### config.mk
export PLATFORM = sky130hd
export DESIGN_NAME = source_text_lexer
export DESIGN_NICKNAME = d
export VERILOG_FILES = /design/src/sv/stl_pkg.sv /design/src/sv/source_text_lexer.sv
export VERILOG_INCLUDE_DIRS = /design/src /design/src/sv
export SDC_FILE = /design/constraint.sdc
export NUM_CORES = 1
export LEC_CHECK = 0
export ABC_AREA = 1
export BUFFER_PORTS_ARGS = -buffer_cell sky130_fd_sc_hd__buf_2
export CORE_ASPECT_RATIO = 1.75
export CORE_MARGIN = 4
export CORE_UTILIZATION = 40
export DETAILED_ROUTE_END_ITERATION = 6
export GPL_TIMING_DRIVEN = 1
export REMOVE_ABC_BUFFERS = 1
export SLEW_MARGIN = 20
export SYNTH_ARGS = -nofsm -noshare
export SYNTH_HDL_FRONTEND = slang
export SYNTH_SLANG_ARGS = --single-unit
### constraint.sdc
create_clock -name clk_i -period 5 [get_ports clk_i]
set_input_delay 0.25 -clock clk_i [delete_from_list [all_inputs] [get_ports clk_i]]
set_output_delay 0.25 -clock clk_i [all_outputs]
set_load 0.02 [all_outputs]
### src/sv/source_text_lexer_macros.svh
// ----------------------------------------------------------------------------
// source_text_lexer_macros
// assertion shorthands for the lexer, clocked on clk_i and off during reset
// ----------------------------------------------------------------------------
`ifndef SOURCE_TEXT_LEXER_MACROS_SVH
`define SOURCE_TEXT_LEXER_MACROS_SVH

// same-cycle implication
`define STL_ASSERT_NOW(label, ante, cons, msg) \
  label: assert property (@(posedge clk_i) disable iff (!rst_ni) (ante) |-> (cons)) \
    else $error(msg);

// next-cycle implication
`define STL_ASSERT_NEXT(label, ante, cons, msg) \
  label: assert property (@(posedge clk_i) disable iff (!rst_ni) (ante) |=> (cons)) \
    else $error(msg);

`endif

### src/sv/stl_pkg.sv
// ----------------------------------------------------------------------------
// stl_pkg
// shared types, token kinds and character tables of the source text lexer
// ----------------------------------------------------------------------------
package stl_pkg;

  localparam int TextBytesDef = 8;
  localparam int ResDepth     = 4;
  localparam int ResPtrW      = $clog2(ResDepth);
  localparam int ResCntW      = $clog2(ResDepth + 1);
  localparam int OutDataW     = 112;
  localparam int KwCount      = 10;

  typedef enum logic [1:0] {
    ModeIdle   = 2'd0,
    ModeIdent  = 2'd1,
    ModeNumber = 2'd2,
    ModeError  = 2'd3
  } mode_e;

  localparam logic [4:0] KindId  = 5'd0;
  localparam logic [4:0] KindNum = 5'd1;
  localparam logic [4:0] KindP0  = 5'd2;
  localparam logic [4:0] KindKw0 = 5'd16;
  localparam logic [4:0] KindErr = 5'd26;

  localparam logic [7:0] ChEot   = 8'h00;
  localparam logic [7:0] ChTab   = 8'h09;
  localparam logic [7:0] ChNl    = 8'h0A;
  localparam logic [7:0] ChCr    = 8'h0D;
  localparam logic [7:0] ChSpace = 8'h20;
  localparam logic [7:0] ChUnder = 8'h5F;

  // keywords packed with the first byte in the low bits
  localparam logic [31:0] KwText [KwCount] = '{
    32'h00646E61, 32'h66696C65, 32'h65736C65, 32'h00706D63, 32'h00006E66,
    32'h00726F66, 32'h00006669, 32'h0000726F, 32'h00746572, 32'h00006F74
  };
  localparam logic [7:0] KwLen [KwCount] = '{
    8'd3, 8'd4, 8'd4, 8'd3, 8'd2, 8'd3, 8'd2, 8'd2, 8'd3, 8'd2
  };

  // one result word, kind in the low bits
  typedef struct packed {
    logic [15:0] column;
    logic [15:0] line;
    logic        overflow;
    logic [7:0]  length;
    logic [63:0] text;
    logic [4:0]  kind;
  } res_t;

  // punctuation kind, KindErr when the byte is no punctuation
  function automatic logic [4:0] punct_kind(input logic [7:0] c);
    logic [4:0] k;
    k = KindErr;
    case (c)
      "+": k = KindP0 + 5'd0;
      "-": k = KindP0 + 5'd1;
      "/": k = KindP0 + 5'd2;
      "*": k = KindP0 + 5'd3;
      "=": k = KindP0 + 5'd4;
      "!": k = KindP0 + 5'd5;
      ":": k = KindP0 + 5'd6;
      ";": k = KindP0 + 5'd7;
      "(": k = KindP0 + 5'd8;
      ")": k = KindP0 + 5'd9;
      "{": k = KindP0 + 5'd10;
      "}": k = KindP0 + 5'd11;
      "[": k = KindP0 + 5'd12;
      "]": k = KindP0 + 5'd13;
      default: k = KindErr;
    endcase
    return k;
  endfunction

  // keyword kind of a short identifier, KindId when it matches none
  function automatic logic [4:0] kw_kind(input logic [63:0] text, input logic [7:0] len);
    logic [4:0] k;
    k = KindId;
    for (int i = 0; i < KwCount; i++) begin
      if (text == {32'h0, KwText[i]} && len == KwLen[i]) begin
        k = KindKw0 + 5'(i);
      end
    end
    return k;
  endfunction

endpackage

### src/sv/source_text_lexer.sv
// ----------------------------------------------------------------------------
// source_text_lexer
// byte-serial scanner: identifiers, numbers, keywords, punctuation and errors
// ----------------------------------------------------------------------------
// a result word is written into the result queue when the byte that causes it is taken
// throughput: one byte per cycle while the result queue has room for two words;
//   a byte that ends a token and is itself a punctuation or error byte emits
//   two words, absorbed by the four-word result queue
// reset: scanner idle, line and column zero, result queue empty
`include "source_text_lexer_macros.svh"

module source_text_lexer #(
  parameter int TEXT_BYTES = stl_pkg::TextBytesDef
) (
  input  logic                        clk_i,
  input  logic                        rst_ni,
  input  logic                        s_axis_tvalid_i,
  output logic                        s_axis_tready_o,
  input  logic [7:0]                  s_axis_tdata_i,  // ch
  output logic                        m_axis_tvalid_o,
  input  logic                        m_axis_tready_i,
  // text, length, overflow, line, column, zero pad
  output logic [stl_pkg::OutDataW-1:0] m_axis_tdata_o,
  output logic [4:0]                  m_axis_tuser_o,  // kind
  output logic                        m_axis_tlast_o
);
  import stl_pkg::*;

  localparam int TokW = TEXT_BYTES * 8;

  // scanner state
  mode_e            mode_q, mode_d;
  logic [TokW-1:0]  bytes_q, bytes_d;
  logic [7:0]       len_q, len_d;
  logic [15:0]      line_q, line_d;
  logic [15:0]      col_q, col_d;
  logic             start_q, start_d;

  // result queue
  res_t               res_mem_q [ResDepth];
  logic               last_mem_q [ResDepth];
  logic [ResPtrW-1:0] wptr_q, rptr_q;
  logic [ResCntW-1:0] cnt_q;

  logic       accept, pop, eot;
  logic [7:0] c;
  logic       is_alpha, is_digit, is_space, is_punct;
  logic [4:0] p_kind;
  logic       tok_pending, extend;
  logic [15:0] col_next;
  logic       flush_v, single_v;
  logic [1:0] push_n;
  res_t       r0, r1, e0, e1;
  logic       last0;

  assign c        = s_axis_tdata_i;
  assign accept   = s_axis_tvalid_i & s_axis_tready_o;
  assign eot      = (c == ChEot);
  assign is_alpha = (c >= "a" && c <= "z") || (c >= "A" && c <= "Z") || c == ChUnder;
  assign is_digit = (c >= "0" && c <= "9");
  assign is_space = (c == ChSpace) || (c == ChTab) || (c == ChCr) || (c == ChNl);
  assign p_kind   = punct_kind(c);
  assign is_punct = (p_kind != KindErr);

  assign tok_pending = (mode_q == ModeIdent) || (mode_q == ModeNumber);
  assign extend = (mode_q == ModeIdent && (is_alpha || is_digit)) ||
                  (mode_q == ModeNumber && is_digit);
  assign col_next = start_q ? 16'd0 : ((col_q != 16'hFFFF) ? col_q + 16'd1 : col_q);

  assign flush_v  = accept && tok_pending && (eot || !extend);
  assign single_v = accept && !eot && (mode_q != ModeError) && !extend &&
                    !is_alpha && !is_digit && !is_space;
  assign push_n   = {1'b0, flush_v} + {1'b0, single_v};

  // result words
  always_comb begin
    r0.kind     = KindNum;
    if (mode_q == ModeIdent) begin
      r0.kind = (len_q > 8'(TEXT_BYTES)) ? KindId : kw_kind(64'(bytes_q), len_q);
    end
    r0.text     = 64'(bytes_q);
    r0.length   = len_q;
    r0.overflow = (len_q > 8'(TEXT_BYTES));
    r0.line     = line_q;
    r0.column   = col_q;

    r1.kind     = is_punct ? p_kind : KindErr;
    r1.text     = {56'h0, c};
    r1.length   = 8'd1;
    r1.overflow = 1'b0;
    r1.line     = line_q;
    r1.column   = col_next;

    e0    = flush_v ? r0 : r1;
    e1    = r1;
    last0 = (push_n == 2'd1);
  end

  // next scanner state
  always_comb begin
    mode_d  = mode_q;
    bytes_d = bytes_q;
    len_d   = len_q;
    line_d  = line_q;
    col_d   = col_q;
    start_d = start_q;
    if (accept) begin
      if (eot) begin
        mode_d  = ModeIdle;
        bytes_d = '0;
        len_d   = 8'd0;
        line_d  = 16'd0;
        col_d   = 16'd0;
        start_d = 1'b1;
      end else if (mode_q != ModeError) begin
        if (extend) begin
          for (int b = 0; b < TEXT_BYTES; b++) begin
            if (len_q == 8'(b)) begin
              bytes_d[b*8 +: 8] = c;
            end
          end
          if (len_q != 8'hFF) begin
            len_d = len_q + 8'd1;
          end
        end else begin
          mode_d  = ModeIdle;
          bytes_d = '0;
          len_d   = 8'd0;
          if (is_alpha || is_digit) begin
            mode_d  = is_alpha ? ModeIdent : ModeNumber;
            bytes_d = TokW'(c);
            len_d   = 8'd1;
          end else if (!is_space && !is_punct) begin
            mode_d = ModeError;
          end
        end
        col_d   = col_next;
        start_d = 1'b0;
        if (c == ChNl) begin
          if (line_q != 16'hFFFF) begin
            line_d = line_q + 16'd1;
          end
          col_d = 16'd0;
        end
      end
    end
  end

  always_ff @(posedge clk_i or negedge rst_ni) begin
    if (!rst_ni) begin
      mode_q  <= ModeIdle;
      bytes_q <= '0;
      len_q   <= 8'd0;
      line_q  <= 16'd0;
      col_q   <= 16'd0;
      start_q <= 1'b1;
    end else begin
      mode_q  <= mode_d;
      bytes_q <= bytes_d;
      len_q   <= len_d;
      line_q  <= line_d;
      col_q   <= col_d;
      start_q <= start_d;
    end
  end

  // result queue, room for two words is needed to take a byte
  assign pop             = m_axis_tvalid_o & m_axis_tready_i;
  assign s_axis_tready_o = (cnt_q <= ResCntW'(ResDepth - 2));
  assign m_axis_tvalid_o = (cnt_q != '0);
  assign m_axis_tdata_o  = {(OutDataW + 5 - $bits(res_t))'(0),
                            res_mem_q[rptr_q][$bits(res_t)-1:5]};
  assign m_axis_tuser_o  = res_mem_q[rptr_q].kind;
  assign m_axis_tlast_o  = last_mem_q[rptr_q];

  always_ff @(posedge clk_i) begin
    if (push_n != 2'd0) begin
      res_mem_q[wptr_q]  <= e0;
      last_mem_q[wptr_q] <= last0;
    end
    if (push_n == 2'd2) begin
      res_mem_q[wptr_q + ResPtrW'(1)]  <= e1;
      last_mem_q[wptr_q + ResPtrW'(1)] <= 1'b1;
    end
  end

  always_ff @(posedge clk_i or negedge rst_ni) begin
    if (!rst_ni) begin
      wptr_q <= '0;
      rptr_q <= '0;
      cnt_q  <= '0;
    end else begin
      wptr_q <= wptr_q + ResPtrW'(push_n);
      if (pop) begin
        rptr_q <= rptr_q + ResPtrW'(1);
      end
      cnt_q <= cnt_q + ResCntW'(push_n) - ResCntW'(pop);
    end
  end

  `STL_ASSERT_NOW(a_err_silent, accept && mode_q == ModeError && !eot, push_n == 2'd0,
                  "word emitted while skipping after an error")
  `STL_ASSERT_NEXT(a_eot_clears, accept && eot,
                   line_q == 16'd0 && col_q == 16'd0 && mode_q == ModeIdle && start_q,
                   "end of text did not reset position")
  `STL_ASSERT_NOW(a_no_overrun, push_n != 2'd0,
                  cnt_q + ResCntW'(push_n) <= ResCntW'(ResDepth), "result queue overrun")
  `STL_ASSERT_NOW(a_cnt_range, 1'b1, cnt_q <= ResCntW'(ResDepth), "result count out of range")

endmodule

==> impl_metrics.env <==
export IMPL_status="finished, final reports clean"
export IMPL_total_power_mw=17.5
export IMPL_cts_tree="built"
export IMPL_finalWorstSetupSlack_ns=0.899
export IMPL_leakagePower_nw=11.4
export IMPL_seqPwrFrac_pct=35.0
export IMPL_p_per_area_nw_per_um2=616
export IMPL_ant_nets=0
export IMPL_areaGrowthSynthToFinish_pct=11.3
export IMPL_path_clk_slew_ns=0.07
export IMPL_grt_max_degree=91
export IMPL_final_core_util_pct=45.0
export IMPL_detailed_place_area_um2=26700
export IMPL_num_vias=22300
export IMPL_rsz0062_at_grt="no"
export IMPL_grt_overflow_total=0
export IMPL_yosys_cell_types_count=42
export IMPL_io_pins=132
export IMPL_stdcell_area_um2=28400
export IMPL_worst_path_buf_inv=3
export IMPL_clock_sinks=558
export IMPL_yosys_top_cells_area="edfxtp_1 21%, dfxtp_1 21%, dfrtp_1 11%"
export IMPL_path_delay_family="simple AND/OR/NAND/NOR gates"
export IMPL_tightestPinTransition_ns=1.12
export IMPL_setup_worst_path_end_class="register"
export IMPL_seq_area_frac_synth_pct=53.1
export IMPL_sw_frac_of_total_pct=44.0
export IMPL_numPlacedInstances=3900
export IMPL_cts_setup_buffers=0
export IMPL_hp_class="input pin to async pin"
export IMPL_critPathMaxFanout=23
export IMPL_antenna_found_initial=2
export IMPL_dpl_worst_slack_ns=0.886
export IMPL_synth_area_leader_cell="edfxtp_1"
export IMPL_clock_root_buffer="clkbuf_16"
export IMPL_cp_cell_sequence="a21oi_1 > nand2_1 > nor2_1 > inv_1 > nor3_1 > clkinv_1 > nor3_1 > ha_1 > nand2_1 > nor2_1 > inv_1 > o22ai_1"
export IMPL_die_h_um=342
export IMPL_p_sw_mw=7.69
export IMPL_avgSynthCellArea_um2=8.19
export IMPL_crit_slowest_cell="inv_1"
export IMPL_clk_latency_ns=0.60
export IMPL_die_area_um2=68100
export IMPL_maxCapViolCount=0
export IMPL_timing_hold_ws_ns=0.0383
export IMPL_slew_violations=0
export IMPL_start_kind="register"
export IMPL_synth_edf_count=180
export IMPL_portBuffers=124
export IMPL_async_reset_ff_share_pct=20.4
export IMPL_yosys_area_top_type_share_pct=21.2
export IMPL_grt_first_pass_wirelength_um=125000
export IMPL_place_congestion=0.945
export IMPL_instances_no_fill=3997
export IMPL_min_period_ns=4.10
export IMPL_clock_skew_ns=0.0274
export IMPL_start_util_pct=40.4
export IMPL_worst_path_largest_cell_delay_ns=0.68
export IMPL_synthCells=3117
export IMPL_ctsResizeCount=0
export IMPL_post_drt_via_cell_ratio=5.59
export IMPL_drtIter0Drc=1807
export IMPL_synth_warnings=0
export IMPL_synth_seq_cells=558
export IMPL_vdd_drop_max_mv=0.311
export IMPL_p_comb_share_pct=42.3
export IMPL_grt_pass1_vias=21800
export IMPL_netlist_area_um2=25500
export IMPL_coreArea_um2=63200
export IMPL_regToRegSetupSlack_ns=0.90
export IMPL_grt_util_all_layers_pct=23.1
export IMPL_synthFlopType="dfxtp_1"
export IMPL_numCtsBuffers=51
export IMPL_hold_viol=0
export IMPL_fin_tns_setup_ns=0
export IMPL_clkPwrFrac_pct=22.6
export IMPL_h_tree_depth=2
export IMPL_hold_buffers=1
export IMPL_cp_data_arrival_time_ns=4.51
export IMPL_slew_headroom_pct=24.7
export IMPL_fmax_mhz=244
export IMPL_nets=3176
export IMPL_critical_path_class="register to register"
export IMPL_dr_pass1_iters=5
export IMPL_place_hpwl_um=49600
export IMPL_clock_path_buffers=3
export IMPL_wire_per_inst_um=20.1
export IMPL_post_route_period_util_pct=82.0
export IMPL_p_int_mw=9.81
export IMPL_remaining_drc_errors=0
export IMPL_rows=122
export IMPL_fp_dieW_um=199
export IMPL_finalSetupViolations=0
export IMPL_wl_um=80500
export IMPL_critical_path_required_ns=5.41
export IMPL_drive_above_1_share_pct=10.4
final timing paths:
kind	depth (start not counted)	startpoint	to
max reg2reg	12	cnt_q[1]$_DFF_PN0_	res_mem_q[3][6]$_DFFE_PP_
min reg2reg	2	res_mem_q[2][36]$_SDFFE_PP0P_	res_mem_q[2][36]$_SDFFE_PP0P_
max	12	cnt_q[1]$_DFF_PN0_	res_mem_q[3][6]$_DFFE_PP_
min in group clk_i	5	s_axis_tdata_i[0]	bytes_q[0]$_DFFE_PN0P_
max in group asynchronous	3	rst_ni	rptr_q[1]$_DFFE_PN0P_
min	2	rst_ni	col_q[3]$_DFFE_PN0P_
area by class of cell:
class	instances	area [um2]
clock buffers	86	1610
repair buffers	164	1010
multi-input cells	2191	10500
flip-flops and latches	558	13600
inverters	182	697
diodes	3	7.51
clock inverters	7	65.1
well taps	806	1010
fillers	6387	34800
cells in the final DEF, fill, tap and decap left out, types with 20 or more instances in the layout:
cell / Yosys / final
nor3_1: 33 / 33
clkbuf_16: 0 / 54
edfxtp_1: 180 / 180
inv_1: 161 / 158
buf_2: 17 / 123
dfrtp_1: 113 / 111
o21ai_1: 85 / 85
dfxtp_1: 264 / 264
nand2_4: 22 / 23
nand2_2: 17 / 20
buf_4: 10 / 33
nor2_1: 445 / 444
nand3_1: 156 / 156
nand2_1: 625 / 621
o21ai_0: 493 / 493
o22ai_1: 194 / 194
power by group through the flow:
stage	registers, mW	logic [mW]	clock network [mW]
after global placement	6.20	7.42	0
final	6.13	7.41	3.96
after floorplan	6.24	4.59	0
after CTS	6.12	7.48	4.02
after global routing	6.21	8.16	4.20
after detailed placement	6.21	7.47	0
registers in the layout (all words and copies together), names as in the netlist:
name,count
mode_q,2
line_q,16
last_mem_q,4
col_q,16
cnt_q,3
rptr_q,2
res_mem_q,440
start_q,1
wptr_q,2
len_q,8
bytes_q,64
cell usage after synthesis (15+ instances only):
| cell | number |
|---|---|
| nor3_1 | 33 |
| ha_1 | 15 |
| nand3_1 | 156 |
| o22ai_1 | 194 |
| inv_1 | 161 |
| edfxtp_1 | 180 |
| dfrtp_1 | 113 |
| buf_2 | 17 |
| nand2_2 | 17 |
| xor2_1 | 17 |
| nand4_1 | 18 |
| nand2_4 | 22 |
| o21ai_1 | 85 |
| a21oi_1 | 16 |
| o21ai_2 | 16 |
| nand2_1 | 625 |
| nor2_1 | 445 |
| clkbuf_1 | 148 |
| o21ai_0 | 493 |
| dfxtp_1 | 264 |
kinds of logic (layout without fill, tap and decap cells):
| group | Yosys count | after routing | share of synthesized area [%] |
|---|---|---|---|
| XOR/XNOR | 19 | 19 | 0.652 |
| AND/OR/NAND/NOR | 1337 | 1337 | 22.0 |
| flip-flops | 558 | 558 | 53.1 |
| other | 1 | 10 | 0.0147 |
| adder cells (fa/ha/maj) | 16 | 16 | 0.814 |
| buffers and inverters | 374 | 439 | 6.15 |
| AO/OA/AOI/OAI | 812 | 812 | 17.3 |
layer usage:
| layer | vias to the layer above | track usage, % | share of wire (%) |
|---|---|---|---|
| li1 | 10600 | - | - |
| met1 | 10800 | 28.4 | 40 |
| met2 | 674 | 41.1 | 51 |
| met3 | 201 | 2.86 | 5.5 |
| met4 | 2 | 9.01 | 4.2 |
| met5 | - | 0 | 0.016 |
(Power assumes the default switching activity.)
